[src/design/pafk_pkg.sv]
// shared constants, types and the arctangent table for the planar arm
// forward kinematics block; no dependencies
`timescale 1ns / 1ps

package pafk_pkg;

   // field widths
   localparam int LEN_W    = 16;
   localparam int ANGLE_W  = 16;
   localparam int COORD_W  = 22;
   localparam int LINK_W   = 6;

   // arm and rotator sizing
   localparam int MAX_LINKS     = 16;
   localparam int CORDIC_STAGES = 16;
   localparam int ATAN_ENTRIES  = 24;
   localparam int NUM_CELLS     = (CORDIC_STAGES < ATAN_ENTRIES) ? CORDIC_STAGES
                                                                 : ATAN_ENTRIES;
   localparam int SHIFT_W       = $clog2(ATAN_ENTRIES);

   // rotator datapath: Q8.24 coordinates, residual angle in 2^-32 turn
   localparam int DATA_W    = 34;
   localparam int FRAC_DROP = 16;
   localparam int PROD_W    = LEN_W + 32;
   localparam int DELTA_W   = DATA_W - FRAC_DROP;

   // 1/K in Q0.32, applied to the length before rotation
   localparam logic [31:0] INV_GAIN = 32'd2608131496;
   localparam logic [PROD_W-1:0] PROD_ROUND = PROD_W'(32768);
   localparam logic signed [DATA_W-1:0] DATA_ROUND = DATA_W'(32768);

   // binary angle landmarks
   localparam logic [ANGLE_W-1:0] ANGLE_QUARTER = 16'h4000;
   localparam logic [ANGLE_W-1:0] ANGLE_HALF    = 16'h8000;
   localparam logic [ANGLE_W-1:0] ANGLE_3QUART  = 16'hC000;

   // coordinate limits
   localparam logic signed [COORD_W-1:0] COORD_MAX = {1'b0, {(COORD_W-1){1'b1}}};
   localparam logic signed [COORD_W-1:0] COORD_MIN = {1'b1, {(COORD_W-1){1'b0}}};

   // highest link index reported
   localparam logic [LINK_W-1:0] LINK_LAST = LINK_W'(MAX_LINKS - 1);

   // transaction traveling down the rotator chain
   typedef struct packed {
      logic signed [DATA_W-1:0] x;
      logic signed [DATA_W-1:0] y;
      logic signed [DATA_W-1:0] z;
      logic [LINK_W-1:0]        link_num;
      logic                     last;
   } cordic_type;

   // atan(2^-i) in units of 2^-32 turn
   function automatic logic signed [DATA_W-1:0] atan_step(input logic [SHIFT_W-1:0] idx);
      logic signed [DATA_W-1:0] val;
      case (idx)
         5'd0:    val = DATA_W'(536870912);
         5'd1:    val = DATA_W'(316933406);
         5'd2:    val = DATA_W'(167458907);
         5'd3:    val = DATA_W'(85004756);
         5'd4:    val = DATA_W'(42667331);
         5'd5:    val = DATA_W'(21354465);
         5'd6:    val = DATA_W'(10679838);
         5'd7:    val = DATA_W'(5340245);
         5'd8:    val = DATA_W'(2670163);
         5'd9:    val = DATA_W'(1335087);
         5'd10:   val = DATA_W'(667544);
         5'd11:   val = DATA_W'(333772);
         5'd12:   val = DATA_W'(166886);
         5'd13:   val = DATA_W'(83443);
         5'd14:   val = DATA_W'(41722);
         5'd15:   val = DATA_W'(20861);
         5'd16:   val = DATA_W'(10430);
         5'd17:   val = DATA_W'(5215);
         5'd18:   val = DATA_W'(2608);
         5'd19:   val = DATA_W'(1304);
         5'd20:   val = DATA_W'(652);
         5'd21:   val = DATA_W'(326);
         5'd22:   val = DATA_W'(163);
         5'd23:   val = DATA_W'(81);
         default: val = '0;
      endcase
      return val;
   endfunction

endpackage

[src/design/pafk_cell.sv]
// one rotator cell: a single shift-add micro-rotation with its own
// pipeline slot; uses pafk_pkg
`timescale 1ns / 1ps

module pafk_cell (
   input  logic                          clock,
   input  logic                          reset,
   input  logic [pafk_pkg::SHIFT_W-1:0]  stage_index,
   input  logic                          in_valid,
   output logic                          in_ready,
   input  pafk_pkg::cordic_type          in_data,
   output logic                          out_valid,
   input  logic                          out_ready,
   output pafk_pkg::cordic_type          out_data
);

   logic                 valid_ff;
   pafk_pkg::cordic_type data_ff, data_in;

   logic signed [pafk_pkg::DATA_W-1:0] xs, ys, step;

   // slot handshake
   assign in_ready = !valid_ff || out_ready;

   // micro-rotation toward zero residual
   always_comb begin
      xs      = in_data.x >>> stage_index;
      ys      = in_data.y >>> stage_index;
      step    = pafk_pkg::atan_step(stage_index);
      data_in = in_data;
      if (!in_data.z[pafk_pkg::DATA_W-1]) begin
         data_in.x = in_data.x - ys;
         data_in.y = in_data.y + xs;
         data_in.z = in_data.z - step;
      end else begin
         data_in.x = in_data.x + ys;
         data_in.y = in_data.y - xs;
         data_in.z = in_data.z + step;
      end
   end

   always_ff @(posedge clock) begin
      if (reset) begin
         valid_ff <= 1'b0;
      end else if (in_ready) begin
         valid_ff <= in_valid;
      end
   end

   always_ff @(posedge clock) begin
      if (in_valid && in_ready) begin
         data_ff <= data_in;
      end
   end

   assign out_valid = valid_ff;
   assign out_data  = data_ff;

endmodule

[config.mk]
export PLATFORM = sky130hd
export DESIGN_NAME = pafk_cell
export DESIGN_NICKNAME = d
export VERILOG_FILES = /design/src/design/pafk_pkg.sv /design/src/design/pafk_cell.sv
export SDC_FILE = /design/constraint.sdc
export NUM_CORES = 1
export LEC_CHECK = 0
export BUFFER_PORTS_ARGS = -buffer_cell sky130_fd_sc_hd__buf_2
export CAP_MARGIN = 30
export CORE_MARGIN = 2
export CORE_UTILIZATION = 37
export DETAILED_ROUTE_END_ITERATION = 8
export GPL_TIMING_DRIVEN = 1
export PLACE_DENSITY_LB_ADDON = 0.08
export SYNTH_ARGS = -nofsm -noshare
export SYNTH_HDL_FRONTEND = slang
export SYNTH_SLANG_ARGS = --single-unit
export TNS_END_PERCENT = 30
[constraint.sdc]
create_clock -name clock -period 7.15 [get_ports clock]
set_input_delay 0.3575 -clock clock [delete_from_list [all_inputs] [get_ports clock]]
set_output_delay 0.3575 -clock clock [all_outputs]
set_load 0.03 [all_outputs]
# After elaboration in Yosys (flattened, before gate mapping)
# Memory sizes are Yosys's and may differ from the RTL's.
# Index checks and enable logic that the tools add are counted.
# W data, S select, Z words.
dict set report word_totals {
  regBits 110
  romBits 960
  input_bits 118
  elab_cells 19
  mem_count 1
}
# name words word_bits read_ports rd_clocked_by_memory_dff wr line
set memory_table {}
lappend memory_table {{(name not given)} 32 30 1 0 0 pafk_pkg.sv:56} ;# case (idx)
dict set report op_classes {
  addsub 6
  shift 2
  muxes 1
  n_reduce_logical 3
}
# op n
set op_table {}
lappend op_table {{$add A34 B34 Y34} 3}
lappend op_table {{$mux W102} 1}
lappend op_table {{$sub A34 B34 Y34} 3}
lappend op_table {{$sshr A34 B5 Y34} 2}
lappend op_table {{$logic_and A1 B1 Y1} 1}
lappend op_table {{$logic_not A1 Y1} 1}
lappend op_table {{$logic_or A1 B1 Y1} 1}

# Longest topological paths before layout
dict set report logic_depth {
  depth_word 3
  mapped_depth 27
}

# Least setup slack after synthesis
# No wires, ideal clock.
dict set report synth_timing {
  path_kind {input port to flip-flop}
  startpoint {in stage_index[1] (netlist bit)}
  endpoint {reg data_ff, in the netlist out_data[33] (data pin)}
  setup_time_ps 259
  t_arrival_ps 5505
  t_required_ps 6891
  setup_slack_ps 1386
  path_stages 25
  path_buffers 4
  cell_sequence {buf_2 -> inv_1 -> buf_2 -> buf_2 -> buf_2 -> ha_1 -> nand2b_1 -> a21oi_1 -> a211oi_1 -> ha_1 -> o221ai_1 -> nor4b_1 -> and3_1 -> nor2b_1 -> nor2_1 -> xor2_1 -> ha_1 -> a21o_1 -> a21o_1 -> or4_1 -> o21ai_0 -> nor2b_1 -> o21bai_1 -> a21oi_1 -> xnor2_1}
}
# item line
set synth_rtl {}
lappend synth_rtl {{start: declaration} pafk_cell.sv:8} ;# input logic [pafk_pkg::SHIFT_W-1:0] stage_index,
lappend synth_rtl {{end signal: assignment} pafk_cell.sv:52} ;# data_ff <= data_in;
lappend synth_rtl {{end: declaration} pafk_cell.sv:18} ;# pafk_pkg::cordic_type data_ff, data_in;

==> impl_metrics.json <==
{
  "outcome": "finished clean",
  "cts_made_buffers": 9,
  "synthSimpleGateAreaFrac": 0.145,
  "pre_cts_ws_ns": 0.587,
  "dp_hpwl_um": 49400,
  "vias": 15739,
  "remaining_drc_errors": 0,
  "fin_crit_sh": 0.878,
  "io_pins": 229,
  "synth_cell_types": 97,
  "setup_viol": 0,
  "p_leak_nw": 7.53,
  "ys_seq_elements": 110,
  "vias_per_cell": 6.10,
  "fp.dieW_um": 213,
  "layout-drive-gt1-share": 0.236,
  "setup_slack_ns": 0.871,
  "r2r_cells": 3,
  "grtUsageTotal": 0.275,
  "clock-root-buffer": "clkbuf_16",
  "post_drt_wl_per_cell_um": 24.4,
  "critPathArrivalTime_ns": 6.43,
  "instances_no_fill": 2579,
  "critical-path-max-stage-delay_ns": 0.55,
  "synth_fa_ha_area_frac": 0.0893,
  "synth_compound_area_frac": 0.243,
  "rows": 76,
  "postLayoutCoreUtil": 0.425,
  "post-route-min-period_ns": 6.28,
  "path_cells": "buf_6 > buf_12 > mux4_2 > a222oi_1 > o22ai_1 > nor2_1 > ha_1 > and4_1 > nand4b_1 > nor3_1 > a21oi_1 > xor2_1 > ha_1 > a21o_1 > a21o_1 > a221o_1 > a31oi_1 > nor4b_1 > nor3b_1 > o21ai_0 > xor2_1",
  "max_freq_ghz": 0.159,
  "wl_um": 62900,
  "cp_slowest_cell": "mux4_2",
  "fin_nets": 2220,
  "synthToLayoutAreaGrowth_pct": 13.3,
  "worst_pin_slew_ns": 1.06,
  "slew_violations": 0,
  "h-tree-depth": 3,
  "drt-pass1-iter-count": 7,
  "antenna_cells": 0,
  "placed_cells": 2563,
  "die_area_sq_mm": 0.0455,
  "peakVddDrop_v": 0.000114,
  "hold_violations": 0,
  "synth_nets": 2025,
  "powerDensity_mw_per_mm2": 204,
  "cts_setup_buffers": 0,
  "async_flop_share": 0,
  "final.fill_count": 4387,
  "hold_depth": 2,
  "netlist_instances": 1794,
  "worstSetupEndpointType": "flip-flop",
  "antenna_left": 0,
  "synth_top_area_frac": 0.202,
  "grt-ovfl-total": 0,
  "ys_seq_area_frac": 0.203,
  "synth.area.top_cells": "edfxtp_1 (20%), mux4_2 (10%), ha_1 (8.5%)",
  "grt_antenna_before_repair": 1,
  "die_h_um": 213,
  "avgSynthCellArea_sq_um": 9.03,
  "cp-start-kind": "input pin",
  "coreArea_sq_mm": 0.0432,
  "initial_core_util": 0.375,
  "synth_ff_type": "edfxtp_1",
  "required_ns": 7.30,
  "multi_input_area_sq_mm": 0.0121,
  "grt_pass1_wl_um": 93800,
  "cts_hold_buf": 0,
  "clk_latency_ns": 0.41,
  "seq_area_sq_mm": 0.00329,
  "rsz0062_at_grt": "no",
  "grt_pass1_vias": 14974,
  "skew_ns": 0.00621,
  "synth_top_family_by_area": "compound AO/OA/AOI/OAI gates",
  "cts_sinks": 110,
  "crit_fanout": 59,
  "synth_xor_area_frac": 0.0954,
  "maxSlewHeadroom": 0.292,
  "numPortBuffers": 228,
  "cts_resized": 0,
  "crit_type": "input pin to flip-flop",
  "synth_area_leader_cell": "edfxtp_1",
  "clk_pin_slew_worst_paths_ns": 0.08,
  "drt-initial-drc-count": 1560,
  "gp_congestion": 0.989,
  "hp-class": "input pin to flip-flop",
  "max_cap_violations": 0,
  "fin_setup_tns_ns": 0,
  "reg2reg_setup_slack_ns": 4.97,
  "grt_max_degree": 66,
  "synthMuxAreaShare": 0.173,
  "cts_tree": "done",
  "cts_max_path_buffers": 2,
  "synth_edf_count": 109,
  "yosys_warnings": 0,
  "synthesis.area_sq_mm": 0.0162
}
Yosys cell counts (12+ instances only):
master / number
a21oi_1: 160
nand2_1: 123
nor2_1: 115
ha_1: 110
edfxtp_1: 109
xnor2_1: 108
o21ai_0: 84
mux4_2: 72
xor2_1: 66
a21o_1: 55
inv_1: 50
mux2i_1: 49
mux2_2: 46
clkbuf_1: 45
a31oi_1: 40
nand3_1: 39
nor3_1: 34
nor2b_1: 32
buf_2: 28
o21a_1: 25
a211oi_1: 24
o22ai_1: 19
and2_1: 18
nand2b_1: 18
and3_1: 15
o21bai_1: 15
nand4_1: 13
buf_4: 12
o211ai_1: 12
report_power, final:
part	leakage [nW]	internal, W	switching [W]
logic	6.31	0.000843	0.00139
clock network	0.150	0.000280	0.000283
registers	1.06	0.000922	0.0000289
sequential cells by signal, indices dropped and copies added (netlist names):
| name | cells |
|---|---|
| out_data | 109 |
| out_valid | 1 |
layer usage:
layer | wire length (um) | share of wire | track usage
met1 | 29000 | 0.46 | 0.384
met2 | 28100 | 0.45 | 0.429
met3 | 3620 | 0.058 | 0.0365
met4 | 2200 | 0.035 | 0.108
met5 | 0 | 0 | 0
stage by stage:
stage               hold WS [ns]  total power (W)  cell area (sq um)
finish                     0.101          0.00374              18400
floorplan                  0.427          0.00256              16200
global route              0.0908          0.00399              18400
CTS                       0.0755          0.00376              18400
detailed placement         0.518          0.00317              18000
global placement           0.501          0.00318              18000
cells by family (layout without fill, tap and decap cells):
| group | after synthesis | count (layout) |
|---|---|---|
| and+or+nand+nor | 469 | 469 |
| muxes | 175 | 175 |
| buffers and inverters | 165 | 365 |
| DFF | 110 | 110 |
| xor gates and xnor gates | 175 | 175 |
| adders and majority gates | 114 | 114 |
| AOI/OAI and AO/OA | 586 | 586 |
layout make-up:
cell class	count	area share
inverter	54	0.0110
sequential	110	0.179
clock inverter	7	0.00470
clock buffer	9	0.0123
multi-input combinational	1519	0.660
tap	585	0.0399
timing repair buffer	295	0.0928
worst paths after layout:
| kind | start | endpoint |
|---|---|---|
| max | stage_index[0] | out_data[107] |
| min reg2reg | out_valid | out_valid |
| min | reset | out_valid |
| max reg2reg | out_valid | out_data[95] |
worst max-delay path: cells and delay by family:
family,cells,cell delay [ns]
multiplexers,1,0.55
XOR/XNOR,2,0.33
adder cells (fa/ha/maj),2,0.64
AO/OA/AOI/OAI,8,1.89
AND/OR/NAND/NOR,6,1.80
buffers and inverters,2,0.80
cells in the final DEF (no fill, tap or decap), types with 18 or more instances in the layout:
cell type and count:
o21ai_0 84, o22ai_1 19, nor2b_1 32, buf_2 226
buf_4 64, nand2b_1 18, xnor2_1 108, nand3_1 39
mux4_2 72, a211oi_1 24, ha_1 110, nand2_1 123
mux2i_1 49, a21oi_1 160, o21a_1 25, inv_1 50
edfxtp_1 109, mux2_2 46, nor3_1 33, xor2_1 66
nor2_1 115, a31oi_1 40, a21o_1 55
(Power assumes the default switching activity.)
