===== config.mk =====
export PLATFORM = sky130hd
export DESIGN_NAME = pafk_front
export DESIGN_NICKNAME = d
export VERILOG_FILES = /design/src/design/pafk_pkg.sv /design/src/design/pafk_front.sv
export SDC_FILE = /design/constraint.sdc
export NUM_CORES = 1
export LEC_CHECK = 0
export BUFFER_PORTS_ARGS = -buffer_cell sky130_fd_sc_hd__buf_2
export CAP_MARGIN = 10
export CELL_PAD_IN_SITES_DETAIL_PLACEMENT = 0
export CELL_PAD_IN_SITES_GLOBAL_PLACEMENT = 1
export CORE_ASPECT_RATIO = 0.75
export CORE_MARGIN = 2
export CORE_UTILIZATION = 44
export CTS_BUF_LIST = sky130_fd_sc_hd__clkbuf_4 sky130_fd_sc_hd__clkbuf_8
export DETAILED_ROUTE_END_ITERATION = 7
export GPL_TIMING_DRIVEN = 0
export PLACE_DENSITY = 0.78
export SYNTH_ARGS = -nofsm -noshare
export SYNTH_HDL_FRONTEND = slang
export SYNTH_SLANG_ARGS = --single-unit

===== constraint.sdc =====
create_clock -name clock -period 8.14 [get_ports clock]
set_input_delay 2.442 -clock clock [delete_from_list [all_inputs] [get_ports clock]]
set_output_delay 2.442 -clock clock [all_outputs]
set_load 0.005 [all_outputs]

===== src/design/pafk_pkg.sv =====
// shared constants, types and the arctangent table for the planar arm
// forward kinematics block; no dependencies
`timescale 1ns / 1ps

package pafk_pkg;

   // field widths
   localparam int LEN_W    = 16;
   localparam int ANGLE_W  = 16;
   localparam int COORD_W  = 22;
   localparam int LINK_W   = 6;

   // arm and rotator sizing
   localparam int MAX_LINKS     = 16;
   localparam int CORDIC_STAGES = 16;
   localparam int ATAN_ENTRIES  = 24;
   localparam int NUM_CELLS     = (CORDIC_STAGES < ATAN_ENTRIES) ? CORDIC_STAGES
                                                                 : ATAN_ENTRIES;
   localparam int SHIFT_W       = $clog2(ATAN_ENTRIES);

   // rotator datapath: Q8.24 coordinates, residual angle in 2^-32 turn
   localparam int DATA_W    = 34;
   localparam int FRAC_DROP = 16;
   localparam int PROD_W    = LEN_W + 32;
   localparam int DELTA_W   = DATA_W - FRAC_DROP;

   // 1/K in Q0.32, applied to the length before rotation
   localparam logic [31:0] INV_GAIN = 32'd2608131496;
   localparam logic [PROD_W-1:0] PROD_ROUND = PROD_W'(32768);
   localparam logic signed [DATA_W-1:0] DATA_ROUND = DATA_W'(32768);

   // binary angle landmarks
   localparam logic [ANGLE_W-1:0] ANGLE_QUARTER = 16'h4000;
   localparam logic [ANGLE_W-1:0] ANGLE_HALF    = 16'h8000;
   localparam logic [ANGLE_W-1:0] ANGLE_3QUART  = 16'hC000;

   // coordinate limits
   localparam logic signed [COORD_W-1:0] COORD_MAX = {1'b0, {(COORD_W-1){1'b1}}};
   localparam logic signed [COORD_W-1:0] COORD_MIN = {1'b1, {(COORD_W-1){1'b0}}};

   // highest link index reported
   localparam logic [LINK_W-1:0] LINK_LAST = LINK_W'(MAX_LINKS - 1);

   // transaction traveling down the rotator chain
   typedef struct packed {
      logic signed [DATA_W-1:0] x;
      logic signed [DATA_W-1:0] y;
      logic signed [DATA_W-1:0] z;
      logic [LINK_W-1:0]        link_num;
      logic                     last;
   } cordic_type;

   // atan(2^-i) in units of 2^-32 turn
   function automatic logic signed [DATA_W-1:0] atan_step(input logic [SHIFT_W-1:0] idx);
      logic signed [DATA_W-1:0] val;
      case (idx)
         5'd0:    val = DATA_W'(536870912);
         5'd1:    val = DATA_W'(316933406);
         5'd2:    val = DATA_W'(167458907);
         5'd3:    val = DATA_W'(85004756);
         5'd4:    val = DATA_W'(42667331);
         5'd5:    val = DATA_W'(21354465);
         5'd6:    val = DATA_W'(10679838);
         5'd7:    val = DATA_W'(5340245);
         5'd8:    val = DATA_W'(2670163);
         5'd9:    val = DATA_W'(1335087);
         5'd10:   val = DATA_W'(667544);
         5'd11:   val = DATA_W'(333772);
         5'd12:   val = DATA_W'(166886);
         5'd13:   val = DATA_W'(83443);
         5'd14:   val = DATA_W'(41722);
         5'd15:   val = DATA_W'(20861);
         5'd16:   val = DATA_W'(10430);
         5'd17:   val = DATA_W'(5215);
         5'd18:   val = DATA_W'(2608);
         5'd19:   val = DATA_W'(1304);
         5'd20:   val = DATA_W'(652);
         5'd21:   val = DATA_W'(326);
         5'd22:   val = DATA_W'(163);
         5'd23:   val = DATA_W'(81);
         default: val = '0;
      endcase
      return val;
   endfunction

endpackage


===== src/design/pafk_front.sv =====
// input side: joint angle accumulation, link numbering, gain-corrected
// start vector and quadrant fold; uses pafk_pkg
`timescale 1ns / 1ps

module pafk_front (
   input  logic                         clock,
   input  logic                         reset,
   input  logic                         req_valid,
   output logic                         req_ready,
   input  logic [pafk_pkg::LEN_W-1:0]   req_seg_length,
   input  logic [pafk_pkg::ANGLE_W-1:0] req_joint_angle,
   input  logic                         req_last_link,
   output logic                         out_valid,
   input  logic                         out_ready,
   output pafk_pkg::cordic_type         out_data
);

   // arm state
   logic [pafk_pkg::ANGLE_W-1:0] angle_sum_ff, angle_sum_in;
   logic [pafk_pkg::LINK_W-1:0]  link_count_ff, link_count_in;

   // first slot: accepted link with absolute angle
   logic                         a_valid_ff;
   logic [pafk_pkg::LEN_W-1:0]   a_len_ff;
   logic [pafk_pkg::ANGLE_W-1:0] a_angle_ff;
   logic [pafk_pkg::LINK_W-1:0]  a_num_ff;
   logic                         a_last_ff;

   // second slot: start vector and residual angle
   logic                 b_valid_ff;
   pafk_pkg::cordic_type b_data_ff, b_data_in;

   logic a_ready, b_ready, req_take, a_move;
   logic [pafk_pkg::ANGLE_W-1:0] angle_new;

   logic [pafk_pkg::PROD_W-1:0]  prod;
   logic [31:0]                  x_start;
   logic                         flip;
   logic [pafk_pkg::ANGLE_W-1:0] angle_fold;

   // slot handshakes, bubbles collapse
   assign b_ready   = !b_valid_ff || out_ready;
   assign a_ready   = !a_valid_ff || b_ready;
   assign a_move    = a_valid_ff && b_ready;
   assign req_ready = a_ready;
   assign req_take  = req_valid && a_ready;

   // running angle and link index
   always_comb begin
      angle_new     = angle_sum_ff + req_joint_angle;
      angle_sum_in  = angle_sum_ff;
      link_count_in = link_count_ff;
      if (req_take) begin
         if (req_last_link) begin
            angle_sum_in  = '0;
            link_count_in = '0;
         end else begin
            angle_sum_in = angle_new;
            if (link_count_ff < pafk_pkg::LINK_LAST) begin
               link_count_in = link_count_ff + 1'b1;
            end
         end
      end
   end

   always_ff @(posedge clock) begin
      if (reset) begin
         angle_sum_ff  <= '0;
         link_count_ff <= '0;
      end else begin
         angle_sum_ff  <= angle_sum_in;
         link_count_ff <= link_count_in;
      end
   end

   // first slot
   always_ff @(posedge clock) begin
      if (reset) begin
         a_valid_ff <= 1'b0;
      end else if (a_ready) begin
         a_valid_ff <= req_valid;
      end
   end

   always_ff @(posedge clock) begin
      if (req_take) begin
         a_len_ff   <= req_seg_length;
         a_angle_ff <= angle_new;
         a_num_ff   <= link_count_ff;
         a_last_ff  <= req_last_link;
      end
   end

   // start vector with gain removed, folded into the right half plane
   always_comb begin
      prod       = pafk_pkg::PROD_W'(a_len_ff) * pafk_pkg::PROD_W'(pafk_pkg::INV_GAIN)
                   + pafk_pkg::PROD_ROUND;
      x_start    = prod[pafk_pkg::PROD_W-1:pafk_pkg::FRAC_DROP];
      flip       = (a_angle_ff >= pafk_pkg::ANGLE_QUARTER)
                   && (a_angle_ff < pafk_pkg::ANGLE_3QUART);
      angle_fold = flip ? (a_angle_ff + pafk_pkg::ANGLE_HALF) : a_angle_ff;

      b_data_in.x = flip ? -$signed(pafk_pkg::DATA_W'(x_start))
                         : $signed(pafk_pkg::DATA_W'(x_start));
      b_data_in.y = '0;
      b_data_in.z = {{(pafk_pkg::DATA_W-pafk_pkg::ANGLE_W-16){angle_fold[pafk_pkg::ANGLE_W-1]}},
                     angle_fold, 16'b0};
      b_data_in.link_num = a_num_ff;
      b_data_in.last     = a_last_ff;
   end

   // second slot
   always_ff @(posedge clock) begin
      if (reset) begin
         b_valid_ff <= 1'b0;
      end else if (b_ready) begin
         b_valid_ff <= a_valid_ff;
      end
   end

   always_ff @(posedge clock) begin
      if (a_move) begin
         b_data_ff <= b_data_in;
      end
   end

   assign out_valid = b_valid_ff;
   assign out_data  = b_data_ff;

endmodule


Word-level counts from Yosys, hierarchy flattened
Cells that the tools add are included.
Widths: inputs -> output; s select.
- register bits: 120
- input port bits: 37
- output and inout port bits: 111
- logic and storage cells: 36
- $add $sub $neg: 5
- multipliers: 1
- order comparisons: 3
- muxes and demuxes: 5
- reductions and logical operators: 9
- operators with widths (kind ; count):
    $add 48x16->48 const B ; 1
    $mul 16x29->45 const B ; 1
    $neg 32->34 ; 1
    $mux 16 ; 2
    $mux 32 ; 1
    $add 16x16->16 ; 1
    $add 16x16->16 const B ; 1
    $ge 16x15->1 const B ; 1
    $lt 16x16->1 const B ; 1
    $mux 6 ; 2
    $add 6x1->6 const B ; 1
    $lt 6x4->1 const B ; 1
    $logic_and 1x1->1 ; 3
    $logic_not 1->1 ; 2
    $logic_or 1x1->1 ; 2
    $reduce_and 2->1 ; 1
    $reduce_bool 2->1 ; 1

Longest topological paths before layout
- word-level depth: 5
- mapped depth: 30

Worst setup path before layout
OpenSTA, ideal clock, no wires.
- path type: register to register
- start: reg a_len_ff[2] (netlist bit)
- end: reg b_data_ff, in the netlist out_data[103], data pin
- setup time: 0.262 ns
- data arrival time: 7.561 ns
- required time: 7.878 ns
- slack: 0.317 ns
- stages on the path, launching flop included: 26
- clock period less this slack: 7.823 ns
- cells stage by stage: edfxtp_1 -> ha_1 -> inv_1 -> fa_1 -> inv_1 -> fa_1 -> fa_1 -> fa_1 -> inv_1 -> fa_1 -> inv_1 -> ha_1 -> buf_2 -> nand2_1 -> or3_1 -> a31o_4 -> and3_4 -> or4b_4 -> nor4_4 -> nand3_4 -> nor2_4 -> mux2_2 -> o31ai_2 -> and4_4 -> a41oi_1 -> xnor2_1
- RTL lines (element ; RTL line ; text):
    start, declared ; pafk_front.sv:24 ; logic [pafk_pkg::LEN_W-1:0] a_len_ff;
    start signal, assigned ; pafk_front.sv:87 ; a_len_ff <= req_seg_length;
    end signal, assigned ; pafk_front.sv:123 ; b_data_ff <= b_data_in;
    end, declared ; pafk_front.sv:31 ; pafk_pkg::cordic_type b_data_ff, b_data_in;

==> flow_metrics.env <==
export IMPL_clk_latency_ps=480
export IMPL_async_reset_ff_share_pct=0
export IMPL_yosysSeqAreaShare_pct=22.1
export IMPL_ys_seq_elements=120
export IMPL_crit_type="flip-flop to flip-flop"
export IMPL_wire_per_inst_um=18.2
export IMPL_gp_congestion=0.961
export IMPL_crit_path_end_kind="flip-flop"
export IMPL_cts_hold_buf=0
export IMPL_die_area_sq_um=36200
export IMPL_finalHoldViolations=0
export IMPL_holdCritPathClass="flip-flop to flip-flop"
export IMPL_finalCritPeriodShare_pct=97.9
export IMPL_synth_cells=1555
export IMPL_layout_drive_gt1_share_pct=25.7
export IMPL_cts_made_buffers=17
export IMPL_numPortBuffers=97
export IMPL_dp_hpwl_um=33000
export IMPL_worst_slack_ps=173
export IMPL_whs_ps=418
export IMPL_synth_cell_types=86
export IMPL_crit_buf_inv=4
export IMPL_syn_area_sq_um=15200
export IMPL_nNetsFinal=2196
export IMPL_clk_root_buffer_cell="clkbuf_8"
export IMPL_num_antenna_cells=0
export IMPL_vias=11800
export IMPL_grt_pass1_vias=11800
export IMPL_grt_usage_pct=23.6
export IMPL_outcome="complete, no violations"
export IMPL_maxSlewHeadroom_pct=32.3
export IMPL_dp_slack_ps=-1140
export IMPL_grt_pass1_wl_um=64600
export IMPL_clock_sinks=120
export IMPL_die_h_um=165
export IMPL_synth_edf_count=96
export IMPL_cap_violations=0
export IMPL_cts_tree="done"
export IMPL_required_ps=8350
export IMPL_synth_avg_cell_area_sq_um=9.81
export IMPL_pin_count=148
export IMPL_fin_crit_ps=7970
export IMPL_syn2layout_area_growth_pct=22.2
export IMPL_final_max_slew_violation_count=0
export IMPL_synth_warnings=0
export IMPL_drc=0
export IMPL_routed_via_density=5.17
export IMPL_overflow=0
export IMPL_grt_start_max_net_pins=34
export IMPL_antenna_found_initial=0
export IMPL_dr_pass1_iters=5
export IMPL_totalWireLength_um=41400
export IMPL_skew_ps=21.4
export IMPL_crit_family="adder cells"
export IMPL_ys_flop_type="edfxtp_1"
export IMPL_cp_start_kind="flip-flop"
export IMPL_worst_pin_slew_ps=1010
export IMPL_rows=59
export IMPL_slowest_delay_ps=620
export IMPL_die_w_um=219
export IMPL_setup_violations_final=0
export IMPL_clock_fmax_mhz=126
export IMPL_crit_path_max_fanout=7
export IMPL_drt_iter0_drc=812
export IMPL_crit_arrival_ps=8180
export IMPL_clock_path_buffers=2
export IMPL_critPathSlowestCell="fa_2"
export IMPL_cts_max_level=4
export IMPL_start_util_pct=44.3
export IMPL_clk_pin_slew_ps=80
export IMPL_antenna_left=0
export IMPL_cpMostUsedCell="fa_1"
export IMPL_coreArea_sq_um=34400
==> worst register-to-register path: cells and delay by family, from the launching register on <==
kind,cells,cell delay (ps)
AO/OA/AOI/OAI,5,1380
XOR/XNOR,2,270
adder cells (fa/ha/maj),7,3420
buffers and inverters,4,540
flip-flops,1,510
multiplexers,1,340
AND/OR/NAND/NOR,6,1260
==> path summary, 6_finish.rpt <==
kind / cells after the start / to / startpoint / slack, ps
max: 25 / out_data[104] / a_len_ff[13] / 170
min: 0 / out_data[4] / a_num_ff[3] / 420
max reg2reg: 25 / out_data[104] / a_len_ff[13] / 170
min reg2reg: 0 / out_data[4] / a_num_ff[3] / 420
==> logic make-up after synthesis <==
logic type | after synthesis | synth area share (%)
buf+inv | 362 | 10.2
flops | 120 | 22.1
simple gates | 344 | 12.2
fa+ha+maj | 349 | 36.9
other cells | 1 | 0.0246
xor+xnor | 106 | 6.09
mux | 10 | 0.681
compound gates | 263 | 11.8
==> state kept, by name (all words and copies together) (netlist names) <==
signal,cells
a_num_ff,6
a_len_ff,16
a_last_ff,1
angle_sum_ff,16
out_data,57
out_valid,1
a_valid_ff,1
a_angle_ff,16
link_count_ff,6
==> repair_timing <==
item | in CTS | in global routing
cloned | 0 | 0
resized for setup | 58 | 150
setup buffers | 54 | 39
endpoints found under the setup margin | 24 | 23
pin swaps | 17 | 64
==> cell type report <==
| class | count | area, sq um |
|---|---|---|
| buffer | 72 | 499 |
| clock buffer | 22 | 290 |
| clock inverter | 10 | 119 |
| fill | 3154 | 15800 |
| inverter | 284 | 1070 |
| multi-input combinational | 1122 | 11400 |
| sequential | 120 | 3360 |
| tap | 457 | 572 |
| timing repair buffer | 193 | 1280 |
==> stage by stage <==
| step | util, % | area (sq um) | cells | TNS, ps |
|---|---|---|---|---|
| finish | 54.2 | 18600 | 2280 | 0 |
| global placement | 47.9 | 16500 | 2158 | -17730 |
| CTS | 51.3 | 17600 | 2245 | 0 |
| global route | 54.2 | 18600 | 2280 | -1160 |
| floorplan | - | 15400 | 1604 | 0 |
| detailed placement | 48.1 | 16600 | 2161 | -19600 |
==> placed cells by master (no fill, tap or decap), drive strengths merged, types with 19 or more instances in the layout <==
cell,instances
inv,286
buf,252
ha,182
fa,167
edfxtp,96
nor2,79
nand2,73
xnor2,73
a21oi,62
conb,50
o21ai,49
clkbuf,35
nand3,33
xor2,33
nor3,25
a21o,24
dfxtp,24
and2,19
==> synth_stat cells, types with 14 or more instances <==
cell type / number / area share (%)
a21o_1: 24 / 1.2
a21oi_1: 62 / 2.0
a22oi_1: 14 / 0.69
and2_1: 17 / 0.70
buf_4: 53 / 2.6
clkbuf_1: 19 / 0.47
dfxtp_1: 24 / 3.2
edfxtp_1: 96 / 19
fa_1: 167 / 22
ha_1: 182 / 15
inv_1: 284 / 7.0
nand2_1: 73 / 1.8
nand3_1: 32 / 1.1
nand4_1: 14 / 0.57
nor2_1: 78 / 1.9
nor3_1: 23 / 0.75
o21ai_0: 47 / 1.5
or3_1: 14 / 0.57
xnor2_1: 73 / 4.2
xor2_1: 33 / 1.9
==> per-layer routing <==
metal / vias to the layer above / wire length (um) / GRT usage [%]
li1: 5663 / - / -
met1: 5817 / 19800 / 34.6
met2: 283 / 18000 / 35.2
met3: 32 / 3150 / 6.32
met4: 0 / 399 / 4.15
met5: - / 0 / 0
Power is left out: the tool's default activity adds up to more than one toggle a clock period on the data nets, which glitch-free logic cannot reach.
