### src/design/pafk_pkg.sv
// shared constants, types and the arctangent table for the planar arm
// forward kinematics block; no dependencies
`timescale 1ns / 1ps

package pafk_pkg;

   // field widths
   localparam int LEN_W    = 16;
   localparam int ANGLE_W  = 16;
   localparam int COORD_W  = 22;
   localparam int LINK_W   = 6;

   // arm and rotator sizing
   localparam int MAX_LINKS     = 16;
   localparam int CORDIC_STAGES = 16;
   localparam int ATAN_ENTRIES  = 24;
   localparam int NUM_CELLS     = (CORDIC_STAGES < ATAN_ENTRIES) ? CORDIC_STAGES
                                                                 : ATAN_ENTRIES;
   localparam int SHIFT_W       = $clog2(ATAN_ENTRIES);

   // rotator datapath: Q8.24 coordinates, residual angle in 2^-32 turn
   localparam int DATA_W    = 34;
   localparam int FRAC_DROP = 16;
   localparam int PROD_W    = LEN_W + 32;
   localparam int DELTA_W   = DATA_W - FRAC_DROP;

   // 1/K in Q0.32, applied to the length before rotation
   localparam logic [31:0] INV_GAIN = 32'd2608131496;
   localparam logic [PROD_W-1:0] PROD_ROUND = PROD_W'(32768);
   localparam logic signed [DATA_W-1:0] DATA_ROUND = DATA_W'(32768);

   // binary angle landmarks
   localparam logic [ANGLE_W-1:0] ANGLE_QUARTER = 16'h4000;
   localparam logic [ANGLE_W-1:0] ANGLE_HALF    = 16'h8000;
   localparam logic [ANGLE_W-1:0] ANGLE_3QUART  = 16'hC000;

   // coordinate limits
   localparam logic signed [COORD_W-1:0] COORD_MAX = {1'b0, {(COORD_W-1){1'b1}}};
   localparam logic signed [COORD_W-1:0] COORD_MIN = {1'b1, {(COORD_W-1){1'b0}}};

   // highest link index reported
   localparam logic [LINK_W-1:0] LINK_LAST = LINK_W'(MAX_LINKS - 1);

   // transaction traveling down the rotator chain
   typedef struct packed {
      logic signed [DATA_W-1:0] x;
      logic signed [DATA_W-1:0] y;
      logic signed [DATA_W-1:0] z;
      logic [LINK_W-1:0]        link_num;
      logic                     last;
   } cordic_type;

   // atan(2^-i) in units of 2^-32 turn
   function automatic logic signed [DATA_W-1:0] atan_step(input logic [SHIFT_W-1:0] idx);
      logic signed [DATA_W-1:0] val;
      case (idx)
         5'd0:    val = DATA_W'(536870912);
         5'd1:    val = DATA_W'(316933406);
         5'd2:    val = DATA_W'(167458907);
         5'd3:    val = DATA_W'(85004756);
         5'd4:    val = DATA_W'(42667331);
         5'd5:    val = DATA_W'(21354465);
         5'd6:    val = DATA_W'(10679838);
         5'd7:    val = DATA_W'(5340245);
         5'd8:    val = DATA_W'(2670163);
         5'd9:    val = DATA_W'(1335087);
         5'd10:   val = DATA_W'(667544);
         5'd11:   val = DATA_W'(333772);
         5'd12:   val = DATA_W'(166886);
         5'd13:   val = DATA_W'(83443);
         5'd14:   val = DATA_W'(41722);
         5'd15:   val = DATA_W'(20861);
         5'd16:   val = DATA_W'(10430);
         5'd17:   val = DATA_W'(5215);
         5'd18:   val = DATA_W'(2608);
         5'd19:   val = DATA_W'(1304);
         5'd20:   val = DATA_W'(652);
         5'd21:   val = DATA_W'(326);
         5'd22:   val = DATA_W'(163);
         5'd23:   val = DATA_W'(81);
         default: val = '0;
      endcase
      return val;
   endfunction

endpackage

### src/design/pafk_back.sv
// output side: rounds the rotated link to Q8.8, accumulates the joint
// position with saturation and holds the result register; uses pafk_pkg
`timescale 1ns / 1ps

module pafk_back (
   input  logic                                clock,
   input  logic                                reset,
   input  logic                                in_valid,
   output logic                                in_ready,
   input  pafk_pkg::cordic_type                in_data,
   output logic                                rsp_valid,
   input  logic                                rsp_ready,
   output logic signed [pafk_pkg::COORD_W-1:0] rsp_point_x,
   output logic signed [pafk_pkg::COORD_W-1:0] rsp_point_y,
   output logic [pafk_pkg::LINK_W-1:0]         rsp_link_number,
   output logic                                rsp_is_end_effector
);

   // joint position
   logic signed [pafk_pkg::COORD_W-1:0] joint_x_ff, joint_x_in;
   logic signed [pafk_pkg::COORD_W-1:0] joint_y_ff, joint_y_in;

   // result register
   logic                                valid_ff;
   logic signed [pafk_pkg::COORD_W-1:0] point_x_ff, point_y_ff;
   logic [pafk_pkg::LINK_W-1:0]         link_num_ff;
   logic                                last_ff;

   logic take;
   logic signed [pafk_pkg::DATA_W-1:0]  x_round, y_round;
   logic signed [pafk_pkg::DELTA_W-1:0] dx, dy;
   logic signed [pafk_pkg::COORD_W:0]   sum_x, sum_y;
   logic signed [pafk_pkg::COORD_W-1:0] new_x, new_y;

   assign in_ready = !valid_ff || rsp_ready;
   assign take     = in_valid && in_ready;

   // round displacement, add and saturate
   always_comb begin
      x_round = in_data.x + pafk_pkg::DATA_ROUND;
      y_round = in_data.y + pafk_pkg::DATA_ROUND;
      dx      = $signed(x_round[pafk_pkg::DATA_W-1:pafk_pkg::FRAC_DROP]);
      dy      = $signed(y_round[pafk_pkg::DATA_W-1:pafk_pkg::FRAC_DROP]);
      sum_x   = (pafk_pkg::COORD_W+1)'(joint_x_ff) + (pafk_pkg::COORD_W+1)'(dx);
      sum_y   = (pafk_pkg::COORD_W+1)'(joint_y_ff) + (pafk_pkg::COORD_W+1)'(dy);

      if (sum_x[pafk_pkg::COORD_W] != sum_x[pafk_pkg::COORD_W-1]) begin
         new_x = sum_x[pafk_pkg::COORD_W] ? pafk_pkg::COORD_MIN : pafk_pkg::COORD_MAX;
      end else begin
         new_x = sum_x[pafk_pkg::COORD_W-1:0];
      end
      if (sum_y[pafk_pkg::COORD_W] != sum_y[pafk_pkg::COORD_W-1]) begin
         new_y = sum_y[pafk_pkg::COORD_W] ? pafk_pkg::COORD_MIN : pafk_pkg::COORD_MAX;
      end else begin
         new_y = sum_y[pafk_pkg::COORD_W-1:0];
      end

      joint_x_in = joint_x_ff;
      joint_y_in = joint_y_ff;
      if (take) begin
         joint_x_in = in_data.last ? '0 : new_x;
         joint_y_in = in_data.last ? '0 : new_y;
      end
   end

   always_ff @(posedge clock) begin
      if (reset) begin
         joint_x_ff <= '0;
         joint_y_ff <= '0;
         valid_ff   <= 1'b0;
      end else begin
         joint_x_ff <= joint_x_in;
         joint_y_ff <= joint_y_in;
         if (in_ready) begin
            valid_ff <= in_valid;
         end
      end
   end

   always_ff @(posedge clock) begin
      if (take) begin
         point_x_ff  <= new_x;
         point_y_ff  <= new_y;
         link_num_ff <= in_data.link_num;
         last_ff     <= in_data.last;
      end
   end

   assign rsp_valid           = valid_ff;
   assign rsp_point_x         = point_x_ff;
   assign rsp_point_y         = point_y_ff;
   assign rsp_link_number     = link_num_ff;
   assign rsp_is_end_effector = last_ff;

endmodule

### config.mk
export PLATFORM = sky130hd
export DESIGN_NAME = pafk_back
export DESIGN_NICKNAME = d
export VERILOG_FILES = /design/src/design/pafk_pkg.sv /design/src/design/pafk_back.sv
export SDC_FILE = /design/constraint.sdc
export NUM_CORES = 1
export LEC_CHECK = 0
export BUFFER_PORTS_ARGS = -buffer_cell sky130_fd_sc_hd__buf_2
export CAP_MARGIN = 40
export CORE_MARGIN = 2
export CORE_UTILIZATION = 56
export CTS_BUF_LIST = sky130_fd_sc_hd__clkbuf_8
export DETAILED_ROUTE_END_ITERATION = 6
export PLACE_DENSITY = 0.86
export SLEW_MARGIN = 20
export SYNTH_ARGS = -nofsm -noshare
export SYNTH_HDL_FRONTEND = slang
export SYNTH_SLANG_ARGS = --single-unit
### constraint.sdc
create_clock -name clock -period 5.5 [get_ports clock]
set_input_delay 0.275 -clock clock [delete_from_list [all_inputs] [get_ports clock]]
set_output_delay 0.275 -clock clock [all_outputs]
set_load 0.005 [all_outputs]
After elaboration in Yosys (flattened, before gate mapping):

Cells that the tools add are included.

* add/subtract/negate cells: 4
* $mul: 0
* divide/modulo/power cells: 0
* order comparisons: 0
* equal/unequal tests: 2
* shift operators: 0
* muxes and demuxes: 6
* bitwise gates (word level): 0
* reductions and logical operators: 3

Operators by type and width (count)
* $mux 22: 6
* $add 34x17->34 const B: 2
* $add 22x18->23: 2
* $ne 1x1->1: 2
* $logic_and 1x1->1: 1
* $logic_not 1->1: 1
* $logic_or 1x1->1: 1

* register bits: 96
* latch bits: 0
* memory bits (writable): 0
* memory bits (read-only): 0
* input port bits: 113
* output and inout bits: 53
* logic and storage cells: 22
* memories kept: 0

Depth between registers and ports, before layout:

Gate-level depths: netlist of the first run.

* depth in word-level cells: 5
* gate-level depth with buffers: 20
* mapped depth without buffers: 17

Least setup slack after synthesis of the first run:

No wires, ideal clock.

* kind: input port to flip-flop
* from: input port in_data[59] (netlist name)
* to: register point_y_ff (netlist bit rsp_point_y[13]) (data pin)
* setup time: 0.260 ns
* data arrival time: 3.647 ns
* required time: 5.240 ns
* setup slack: 1.593 ns
* stages: 20
* path buffers: 3
* path through: and4_1 and3_1 and2_1 and3_1 nand3_1 nor2_1 nand3_1 xnor2_1 ha_1 and2_1 buf_2 nand3_1 or4b_1 nand3_2 a221oi_2 xnor2_1 buf_6 nor2_1 buf_4 o21ai_1

* word-level cells in the longest chain between the ends: 4
* elaborated cells between the ends (all ways): 5
* classes of those cells: 2 x add/sub; 1 x eq/ne; 2 x mux

Ends and longest elaborated chain
* from (decl): RTL line pafk_back.sv:10 `input pafk_pkg::cordic_type in_data,`
* $add 34x17->34 (*): RTL line pafk_back.sv:41 `y_round = in_data.y + pafk_pkg::DATA_ROUND;`
* $add 22x18->23 (*): RTL line pafk_back.sv:45 `sum_y = (pafk_pkg::COORD_W+1)'(joint_y_ff) + (pafk_pkg::COORD_W+1)'(dy);`
* $mux 22 or $ne 1x1->1 (tied branches): RTL line pafk_back.sv:53, pafk_back.sv:52
* $mux 22 (*): RTL line pafk_back.sv:52 `if (sum_y[pafk_pkg::COORD_W] != sum_y[pafk_pkg::COORD_W-1]) begin`
* net new_y (one bit): RTL line pafk_back.sv:33 `logic signed [pafk_pkg::COORD_W-1:0] new_x, new_y;`
* to (signal assigned): RTL line pafk_back.sv:83 `point_y_ff <= new_y;`
* to (decl): RTL line pafk_back.sv:25 `logic signed [pafk_pkg::COORD_W-1:0] point_x_ff, point_y_ff;`

Mark *: on every way through the listed nets, which the timed path passes. The rest lies on a longest branch.
A chain may end at the register's enable or synchronous reset.

Worst setup path after layout of the first run:

* from: input port in_data[58] (netlist name)
* to: register joint_y_ff[12] (netlist name)

* word-level cells in the longest chain between the ends: 5
* elaborated cells between the ends (all ways): 6
* classes of those cells: 2 x add/sub; 1 x eq/ne; 3 x mux

Ends and longest elaborated chain
* $add 34x17->34 (*): RTL line pafk_back.sv:41
* $add 22x18->23 (*): RTL line pafk_back.sv:45
* $mux 22 or $ne 1x1->1 (tied branches): RTL line pafk_back.sv:53, pafk_back.sv:52
* $mux 22 (*): RTL line pafk_back.sv:52
* $mux 22 (*): RTL line pafk_back.sv:62 `joint_y_in = in_data.last ? '0 : new_y;`
* to (signal assigned): RTL line pafk_back.sv:73 `joint_y_ff <= joint_y_in;`
* to (decl): RTL line pafk_back.sv:21 `logic signed [pafk_pkg::COORD_W-1:0] joint_y_ff, joint_y_in;`

Every way passes the cells marked *; elsewhere a longest branch is shown, timed or not.

==> results of run 1 <==
routing by layer:
layer	share of wire, %	GRT usage (%)	wire, um	up-vias
met2	44	37.52	6818	220
met3	6.2	4.590	951	23
li1	-	-	-	2803
met5	0	0	0	-
met4	1.6	6.585	249	0
met1	48	34.38	7310	2671
layout make-up:
class                   instances  area (um^2)
inverters                      10        37.54
well taps                     143        178.9
clock buffers                  10        137.6
multi-input cells             575         3958
clock inverters                 6        107.6
flip-flops and latches         96         2432
fillers                       916         4023
repair buffers                111        593.1
cells by family after synthesis:
| logic type | synth area share (%) |
|---|---|
| and+or+nand+nor | 15.15 |
| xor gates and xnor gates | 9.282 |
| buffers and inverters | 3.542 |
| DFF | 36.83 |
| AOI/OAI and AO/OA | 21.61 |
| adders and majority gates | 13.58 |
worst max-delay path by stage:
stage | start | endpoint | slack, ns | cells past startpoint
final | in_data[58] | joint_y_ff[12] | 1.21 | 18
after global routing | in_data[58] | rsp_point_y[5] | 0.89 | 18
after global placement | in_data[58] | rsp_point_y[5] | 0.99 | 18
after detailed placement | in_data[58] | rsp_point_y[5] | 0.87 | 18
after floorplan | in_data[59] | rsp_point_y[13] | 1.59 | 20
after CTS | in_data[58] | rsp_point_y[5] | 1.26 | 18
power groups by stage:
stage / sequential [W] / combinational [W] / clock [W]
after floorplan: 0.000915 / 0.000439 / 0
after global placement: 0.000909 / 0.000609 / 0
after detailed placement: 0.000909 / 0.000622 / 0
after CTS: 0.000894 / 0.000628 / 0.000571
after global routing: 0.000903 / 0.000702 / 0.000604
final: 0.000894 / 0.000637 / 0.000567
placed cells by master, fill, tap and decap left out, types with 3 or more instances in the layout:
master	count
sky130_fd_sc_hd__and3_1	13
sky130_fd_sc_hd__xnor2_1	49
sky130_fd_sc_hd__buf_2	101
sky130_fd_sc_hd__a21o_1	22
sky130_fd_sc_hd__inv_1	10
sky130_fd_sc_hd__and2_1	6
sky130_fd_sc_hd__a21boi_0	8
sky130_fd_sc_hd__nand2_1	64
sky130_fd_sc_hd__or3_1	3
sky130_fd_sc_hd__ha_1	58
sky130_fd_sc_hd__clkbuf_8	10
sky130_fd_sc_hd__nand4_1	14
sky130_fd_sc_hd__dfxtp_1	45
sky130_fd_sc_hd__a31oi_1	8
sky130_fd_sc_hd__buf_4	9
sky130_fd_sc_hd__nand3_1	28
sky130_fd_sc_hd__a21oi_1	54
sky130_fd_sc_hd__maj3_1	12
sky130_fd_sc_hd__edfxtp_1	51
sky130_fd_sc_hd__o21a_1	5
sky130_fd_sc_hd__nor2b_1	4
sky130_fd_sc_hd__nor3_1	8
sky130_fd_sc_hd__xor2_1	20
sky130_fd_sc_hd__o21ai_0	61
sky130_fd_sc_hd__a22oi_1	5
sky130_fd_sc_hd__o211ai_1	3
sky130_fd_sc_hd__nand2b_1	3
sky130_fd_sc_hd__bufinv_16	3
sky130_fd_sc_hd__a211oi_1	6
sky130_fd_sc_hd__o21ai_1	4
sky130_fd_sc_hd__nor2_1	56
sky130_fd_sc_hd__o21bai_1	8
sky130_fd_sc_hd__a22o_1	12
synth_stat cells, drive strengths merged (3+ instances only):
cell and instances:
nand3 29, or3 3, inv 10, o31ai 3, a22oi 5, a31oi 8, edfxtp 51, maj3 13
o21a 5, dfxtp 45, o21ai 65, xnor2 50, nand2 64, nand2b 3, a22o 12, buf 18
a21o 22, xor2 20, o21bai 8, nand4 14, nor2 58, a21boi 8, a21oi 54, clkbuf 15
a211oi 8, o211ai 3, and3 13, and2 6, or2 3, nor3 8, ha 58, nor2b 4
state kept, by name, summed over array words and instances (netlist names):
register             flops
joint_x_ff              22
joint_y_ff              22
rsp_is_end_effector      1
rsp_link_number          6
rsp_point_x             22
rsp_point_y             22
rsp_valid                1
worst max-delay path: stages:
cell and delay [ns]:
sky130_fd_sc_hd__buf_2 0.12, sky130_fd_sc_hd__and4_1 0.24, sky130_fd_sc_hd__and3_1 0.20, sky130_fd_sc_hd__and2_1 0.18
sky130_fd_sc_hd__and3_1 0.23, sky130_fd_sc_hd__nand3_1 0.15, sky130_fd_sc_hd__nor2_1 0.23, sky130_fd_sc_hd__nand3_1 0.12
sky130_fd_sc_hd__xnor2_1 0.64, sky130_fd_sc_hd__ha_1 0.47, sky130_fd_sc_hd__a21o_1 0.19, sky130_fd_sc_hd__a21o_1 0.18
sky130_fd_sc_hd__a221oi_2 0.32, sky130_fd_sc_hd__xnor2_2 0.14, sky130_fd_sc_hd__buf_4 0.33, sky130_fd_sc_hd__o21ai_0 0.13
sky130_fd_sc_hd__buf_4 0.23, sky130_fd_sc_hd__o21ai_0 0.21
metrics by stage:
stage / hold WS, ns / total power (W)
finish: 0.06825 / 0.002098
global route: 0.05669 / 0.002209
CTS: 0.06871 / 0.002093
detailed placement: 0.4518 / 0.001531
global placement: 0.4404 / 0.001517
floorplan: 0.3739 / 0.001354
==> results_tabular.tex, run 1 <==
\begin{tabular}{lr}
\hline
Metric & Value \\
\hline
\multicolumn{2}{l}{\textbf{Run status}} \\
\quad Outcome & finished, final reports clean \\
\multicolumn{2}{l}{\textbf{Run}} \\
\quad Number of max-cap violations & 0 \\
\multicolumn{2}{l}{\textbf{Die}} \\
\quad Initial standard-cell utilization of the core & 57.60\% \\
\quad Number of cell rows & 39 \\
\quad Number of top-level pins & 166 \\
\quad Total core area & 0.01147 mm\^{}2 \\
\quad Overall die height & 112.6 um \\
\quad DIE WIDTH & 112.6 um \\
\quad Die Area & 0.01268 mm\^{}2 \\
\multicolumn{2}{l}{\textbf{STA}} \\
\quad Final critical path time including I/O delays and setup & 4.291 ns \\
\quad Tightest Pin Transition & 0.7913 ns \\
\quad Final Hold Violating Endpoints & 0 \\
\quad Maximum clock rate & 233.0 MHz \\
\quad Final setup TNS & 0 ns \\
\quad Crit share post-route & 78.03\% \\
\quad Total setup violations reported at the end of the flow & 0 \\
\quad Final worst clock skew & 0.01430 ns \\
\quad Worst Setup Slack, final & 1.209 ns \\
\quad Normalized max-slew margin & 46.87\% \\
\quad RSZ-0062 raised after global routing & no \\
\quad Final count of pins violating max slew & 0 \\
\multicolumn{2}{l}{\textbf{Min path}} \\
\quad Capture endpoint of the worst hold path & rsp\_link\_number[2] \\
\quad Count of cells along the worst hold path & 1 \\
\quad Source of the worst hold timing path & in\_data[3] \\
\quad HP Class & input pin to flip-flop \\
\multicolumn{2}{l}{\textbf{Logic synthesis}} \\
\quad Post-synth top area share & 23.19\% \\
\quad Syn Std Cell Area & 0.006605 mm\^{}2 \\
\quad Async set or reset register ratio after synthesis & 0\% \\
\quad Yosys reg bits & 96 \\
\quad Synthesized net count & 887 \\
\quad Warnings, synthesis & 0 \\
\quad Avg Synthesized Cell Area & 9.251 um\^{}2 \\
\quad Share of the yosys chip area belonging to registers & 36.83\% \\
\quad Number of synthesized flops with an enable pin & 51 \\
\quad Most area-consuming cells after synthesis & sky130\_fd\_sc\_hd\_\_edfxtp\_1 (23\%), sky130\_fd\_sc\_hd\_\_dfxtp\_1 (14\%), sky130\_fd\_sc\_hd\_\_ha\_1 (11\%), sky130\_fd\_sc\_hd\_\_xnor2\_1 (6.6\%), sky130\_fd\_sc\_hd\_\_o21ai\_0 (4.6\%) \\
\quad Cell count after synthesis & 714 \\
\quad Cell type with the largest total area after synthesis & sky130\_fd\_sc\_hd\_\_edfxtp\_1 \\
\quad Flip-flop cell with the highest count after synthesis & sky130\_fd\_sc\_hd\_\_edfxtp\_1 \\
\quad Post-synth cell types & 65 \\
\multicolumn{2}{l}{\textbf{Drt}} \\
\quad Pre-Repair DR Iteration Count & 5 \\
\quad Via density per instance & 6.012 \\
\quad Post-detailed-route wirelength per cell & 16.12 um \\
\quad Total length of routed wires & 15330 um \\
\quad Total via count after detailed routing & 5717 \\
\quad DRC violation count after routing & 0 \\
\quad Detail Route Antenna Nets & 0 \\
\quad Number of DRC markers after the initial detailed-route iteration & 372 \\
\multicolumn{2}{l}{\textbf{Power}} \\
\quad Internal power of the cells & 0.001436 W \\
\quad Worst vdd ir & 0.1841 mV \\
\quad Clk pwr share & 27.0\% \\
\quad Sw Ratio & 31.52\% \\
\quad Net switching component of the power & 0.0006612 W \\
\quad Static leakage power & 3.245 nW \\
\quad Share of power burned in combinational logic & 30.4\% \\
\quad Share of total power in sequential cells & 42.6\% \\
\quad P per Cell Area & 281.8 mW/mm\^{}2 \\
\multicolumn{2}{l}{\textbf{Clocking}} \\
\quad Gates resized, CTS repair & 0 \\
\quad Hold buffer count at cts & 0 \\
\quad Reg clk slew, reported paths & 0.09 ns \\
\quad Number of clock buffers inserted by TritonCTS & 9 \\
\quad Clock net sink count & 96 \\
\quad Maximum number of buffers from clock root to sink & 2 \\
\quad Buffer count from post-CTS setup fixing & 0 \\
\quad CTS tree & done \\
\quad Worst-Skew Late Latency & 0.38 ns \\
\quad Root Buffer Master & sky130\_fd\_sc\_hd\_\_clkbuf\_8 \\
\quad Number of H-tree levels & 3 \\
\multicolumn{2}{l}{\textbf{Placement}} \\
\quad Number of cells in the design after placement & 935 \\
\quad Routability Congestion & 0.8981 \\
\quad Cell area after placement & 0.007199 mm\^{}2 \\
\quad Placement Setup Slack & 0.8704 ns \\
\quad I/O Buffers & 101 \\
\quad HPWL Detailed & 11240 um \\
\multicolumn{2}{l}{\textbf{Finish}} \\
\quad Share of layout cells above drive strength 1 & 17.45\% \\
\quad Layout Cell Area excl Fill & 0.007445 mm\^{}2 \\
\quad Final standard cell count with taps included and fillers excluded & 951 \\
\quad Count of antenna diodes in the layout & 0 \\
\quad Fin util & 64.92\% \\
\quad \# nets final & 976 \\
\quad Syn-to-layout area delta & 12.71\% \\
\multicolumn{2}{l}{\textbf{Worst setup path}} \\
\quad Number of cell instances on the worst register-to-register path & 10 \\
\quad R2r setup slk & 1.71 ns \\
\quad RR Endpoint & joint\_x\_ff[5] \\
\quad Arrival time worst endpoint & 4.59 ns \\
\quad Critical register-to-register path startpoint & joint\_x\_ff[0] \\
\quad Maximum fanout along the worst path & 29 \\
\quad Type of the worst setup path & input pin to flip-flop \\
\quad Required time of the critical path & 5.80 ns \\
\quad Startpoint Class & input pin \\
\quad Critical path endpoint category & flip-flop \\
\multicolumn{2}{l}{\textbf{GRT}} \\
\quad Gr usage total & 24.04\% \\
\quad Pin count of the biggest net entering global routing & 39 \\
\quad Initial antenna violation count & 0 \\
\quad Total congestion overflow after global routing & 0 \\
\quad Global-route wire length before repair & 24980 um \\
\quad Vias in the first global route & 5201 \\
\hline
\end{tabular}
(Power assumes the default switching activity.)
==> inputs of run 2 (changes only) <==
- CORE_UTILIZATION: 56 -> 50
- PLACE_DENSITY: 0.86 -> 0.82
- clock period: 5.5 -> 3.6 ns (I/O delays scaled with it)
==> results_tabular.tex, run 2 (synthesis results as in run 1) <==
\begin{tabular}{lr}
\hline
Metric & Value \\
\hline
\multicolumn{2}{l}{\textbf{STA}} \\
\quad Total setup violations reported at the end of the flow & 0 (unchanged) \\
\quad Maximum clock rate & 296.7 MHz \\
\quad Final critical path time including I/O delays and setup & 3.371 ns \\
\quad Final Hold Violating Endpoints & 0 (unchanged) \\
\quad Normalized max-slew margin & 54.88\% (was 46.87\%) \\
\quad Final count of pins violating max slew & 0 (unchanged) \\
\quad Final worst clock skew & 0.007326 ns (was 0.01430 ns) \\
\quad Worst Setup Slack, final & 0.2294 ns (was 1.209 ns) \\
\quad Tightest Pin Transition & 0.6767 ns (was 0.7913 ns) \\
\quad Crit share post-route & 93.63\% \\
\quad Hold WS & 0.01927 ns (was 0.06825 ns) \\
\multicolumn{2}{l}{\textbf{GRT}} \\
\quad Vias in the first global route & 5820 (was 5201) \\
\quad Global-route wire length before repair & 26560 um (was 24980 um) \\
\quad Total congestion overflow after global routing & 0 (unchanged) \\
\quad Gr usage total & 23.14\% (was 24.04\%) \\
\quad Pin count of the biggest net entering global routing & 52 (was 39) \\
\quad Initial antenna violation count & 0 (unchanged) \\
\multicolumn{2}{l}{\textbf{Worst setup path}} \\
\quad Maximum fanout along the worst path & 10 (was 29) \\
\quad Buf/Inv on CP & 3 (unchanged) \\
\quad Stage delay of the slowest cell on the critical path & 0.54 ns (was 0.64 ns) \\
\quad Startpoint Class & input pin (unchanged) \\
\quad Required time of the critical path & 3.90 ns (was 5.80 ns) \\
\quad Arrival time worst endpoint & 3.67 ns (was 4.59 ns) \\
\quad Type of the worst setup path & input pin to flip-flop (unchanged) \\
\quad Critical path's slowest cell & sky130\_fd\_sc\_hd\_\_or4b\_1 (was sky130\_fd\_sc\_hd\_\_xnor2\_1) \\
\quad Critical path cell sequence & buf\_2, and4\_1, and3\_1, and2\_4, and3\_4, nand3\_4, nor2\_1, xnor2\_1, ha\_1, nand4\_1, or2\_1, or4b\_1, nand3\_2, a221oi\_4, xnor2\_2, buf\_6, buf\_4, a21boi\_0, o21ai\_0 (was buf\_2, and4\_1, and3\_1, and2\_1, and3\_1, nand3\_1, nor2\_1, nand3\_1, xnor2\_1, ha\_1, a21o\_1, a21o\_1, a221oi\_2, xnor2\_2, buf\_4, o21ai\_0, buf\_4, o21ai\_0) \\
\quad Cell family with most CP delay & simple AND/OR/NAND/NOR gates (unchanged) \\
\quad Critical path endpoint category & flip-flop (unchanged) \\
\multicolumn{2}{l}{\textbf{Placement}} \\
\quad HPWL Detailed & 12340 um (was 11240 um) \\
\quad Number of cells in the design after placement & 1047 (was 935) \\
\quad Routability Congestion & 0.9086 (was 0.8981) \\
\quad Placement Setup Slack & -0.2237 ns (was 0.8704 ns) \\
\quad I/O Buffers & 101 (unchanged) \\
\multicolumn{2}{l}{\textbf{Die}} \\
\quad DIE WIDTH & 118.9 um (was 112.6 um) \\
\quad Number of top-level pins & 166 (unchanged) \\
\quad Total core area & 0.01277 mm\^{}2 (was 0.01147 mm\^{}2) \\
\quad Overall die height & 118.9 um (was 112.6 um) \\
\quad Initial standard-cell utilization of the core & 51.71\% (was 57.60\%) \\
\quad Number of cell rows & 41 (was 39) \\
\quad Die Area & 0.01415 mm\^{}2 (was 0.01268 mm\^{}2) \\
\multicolumn{2}{l}{\textbf{Finish}} \\
\quad Commonest non-fill, non-tap cell in the layout & sky130\_fd\_sc\_hd\_\_buf\_2 (unchanged) \\
\quad Final standard cell count with taps included and fillers excluded & 1069 (was 951) \\
\quad Fin util & 64.30\% (was 64.92\%) \\
\quad \# nets final & 1065 (was 976) \\
\quad Count of antenna diodes in the layout & 0 (unchanged) \\
\quad Share of layout cells above drive strength 1 & 25.98\% (was 17.45\%) \\
\quad Most used cells in the layout excluding fill and tap cells & sky130\_fd\_sc\_hd\_\_buf\_2 (101), sky130\_fd\_sc\_hd\_\_buf\_4 (91), sky130\_fd\_sc\_hd\_\_nand2\_1 (64) (was sky130\_fd\_sc\_hd\_\_buf\_2 (101), sky130\_fd\_sc\_hd\_\_nand2\_1 (64), sky130\_fd\_sc\_hd\_\_o21ai\_0 (61)) \\
\quad Fill cells & 1014 (was 916) \\
\quad Syn-to-layout area delta & 24.34\% (was 12.71\%) \\
\multicolumn{2}{l}{\textbf{Min path}} \\
\quad HP Class & input pin to flip-flop (unchanged) \\
\multicolumn{2}{l}{\textbf{Drt}} \\
\quad Number of DRC markers after the initial detailed-route iteration & 403 (was 372) \\
\quad Post-detailed-route wirelength per cell & 15.16 um (was 16.12 um) \\
\quad Pre-Repair DR Iteration Count & 5 (unchanged) \\
\quad Total length of routed wires & 16200 um (was 15330 um) \\
\quad DRC violation count after routing & 0 (unchanged) \\
\quad Via density per instance & 5.610 (was 6.012) \\
\quad Detail Route Antenna Nets & 0 (unchanged) \\
\quad Total via count after detailed routing & 5997 (was 5717) \\
\multicolumn{2}{l}{\textbf{Clocking}} \\
\quad Reg clk slew, reported paths & 0.09 ns (about the same) \\
\quad CTS tree & done (unchanged) \\
\quad Clock net sink count & 96 (unchanged) \\
\quad Maximum number of buffers from clock root to sink & 2 (unchanged) \\
\quad Buffer count from post-CTS setup fixing & 0 (unchanged) \\
\quad Number of H-tree levels & 3 (unchanged) \\
\quad Worst-Skew Late Latency & 0.38 ns (about the same) \\
\quad Root Buffer Master & sky130\_fd\_sc\_hd\_\_clkbuf\_8 (unchanged) \\
\quad Number of clock buffers inserted by TritonCTS & 9 (unchanged) \\
\multicolumn{2}{l}{\textbf{Power}} \\
\quad Worst vdd ir & 0.2092 mV (was 0.1841 mV) \\
\quad Static leakage power & 3.680 nW (was 3.245 nW) \\
\quad P per Cell Area & 399.8 mW/mm\^{}2 (was 281.8 mW/mm\^{}2) \\
\quad Overall power after layout & 0.003284 W (was 0.002098 W) \\
\multicolumn{2}{l}{\textbf{Run}} \\
\quad Number of max-cap violations & 0 (unchanged) \\
\multicolumn{2}{l}{\textbf{Run status}} \\
\quad Outcome & finished, final reports clean (unchanged) \\
\hline
\end{tabular}
-- run 2: cell count changes in the layout (fill, tap and decap cells not counted), moves of 2 or more --
| cell | change |
|---|---|
| sky130_fd_sc_hd__xnor2_2 | +2 |
| sky130_fd_sc_hd__nor2_2 | +2 |
| sky130_fd_sc_hd__nor2_1 | -3 |
| sky130_fd_sc_hd__buf_4 | +82 |
| sky130_fd_sc_hd__dlygate4sd3_1 | +6 |
| sky130_fd_sc_hd__nand3_1 | -2 |
| sky130_fd_sc_hd__xnor2_1 | -2 |
-- run 2: worst paths after layout --
kind	slack (ns)	endpoint	depth (start not counted)	startpoint
max	0.23	joint_y_ff[7]	19	in_data[60]
min reg2reg	0.47	joint_y_ff[2]	2	joint_y_ff[2]
max reg2reg	0.41	joint_x_ff[5]	12	joint_x_ff[0]
min	0.02	rsp_is_end_effector	1	in_data[0]
-- run 2: what timing repair did --
action,in CTS,in global routing
endpoints found under the setup margin,0,13
resized for setup,0,5
hold buffers,6,0
endpoints found under the hold margin,6,0
-- run 2: power breakdown --
group | internal [W] | switching, W | total, W | leakage (nW)
logic | 0.000511 | 0.000614 | 0.00113 | 2.71
registers | 0.00132 | 0.0000474 | 0.00137 | 0.861
clock network | 0.000407 | 0.000385 | 0.000792 | 0.111
-- run 2: area by class of cell --
class	count	area (um^2)	share of cell area (%)
clock buffer	10	137.6	1.676
clock inverter	6	83.83	1.021
inverter	10	37.54	0.4570
multi-input combinational	575	4026	49.02
sequential	96	2432	29.62
tap	172	215.2	2.620
timing repair buffer	200	1280	15.59
-- run 2: through the flow --
step | area [um^2] | setup TNS, ns
floorplan | 6656 | 0
global placement | 7904 | -3.601
detailed placement | 7904 | -6.762
CTS | 8185 | 0
global route | 8213 | -0.002154
finish | 8213 | 0
-- run 2: routing by layer --
layer / track usage (%) / share of wire (%) / up-vias
met5: 0 / 0 / -
met1: 30.39 / 46 / 2773
met4: 11.01 / 2.8 / 0
li1: - / - / 2979
met2: 37.50 / 46 / 208
met3: 3.448 / 5.2 / 37
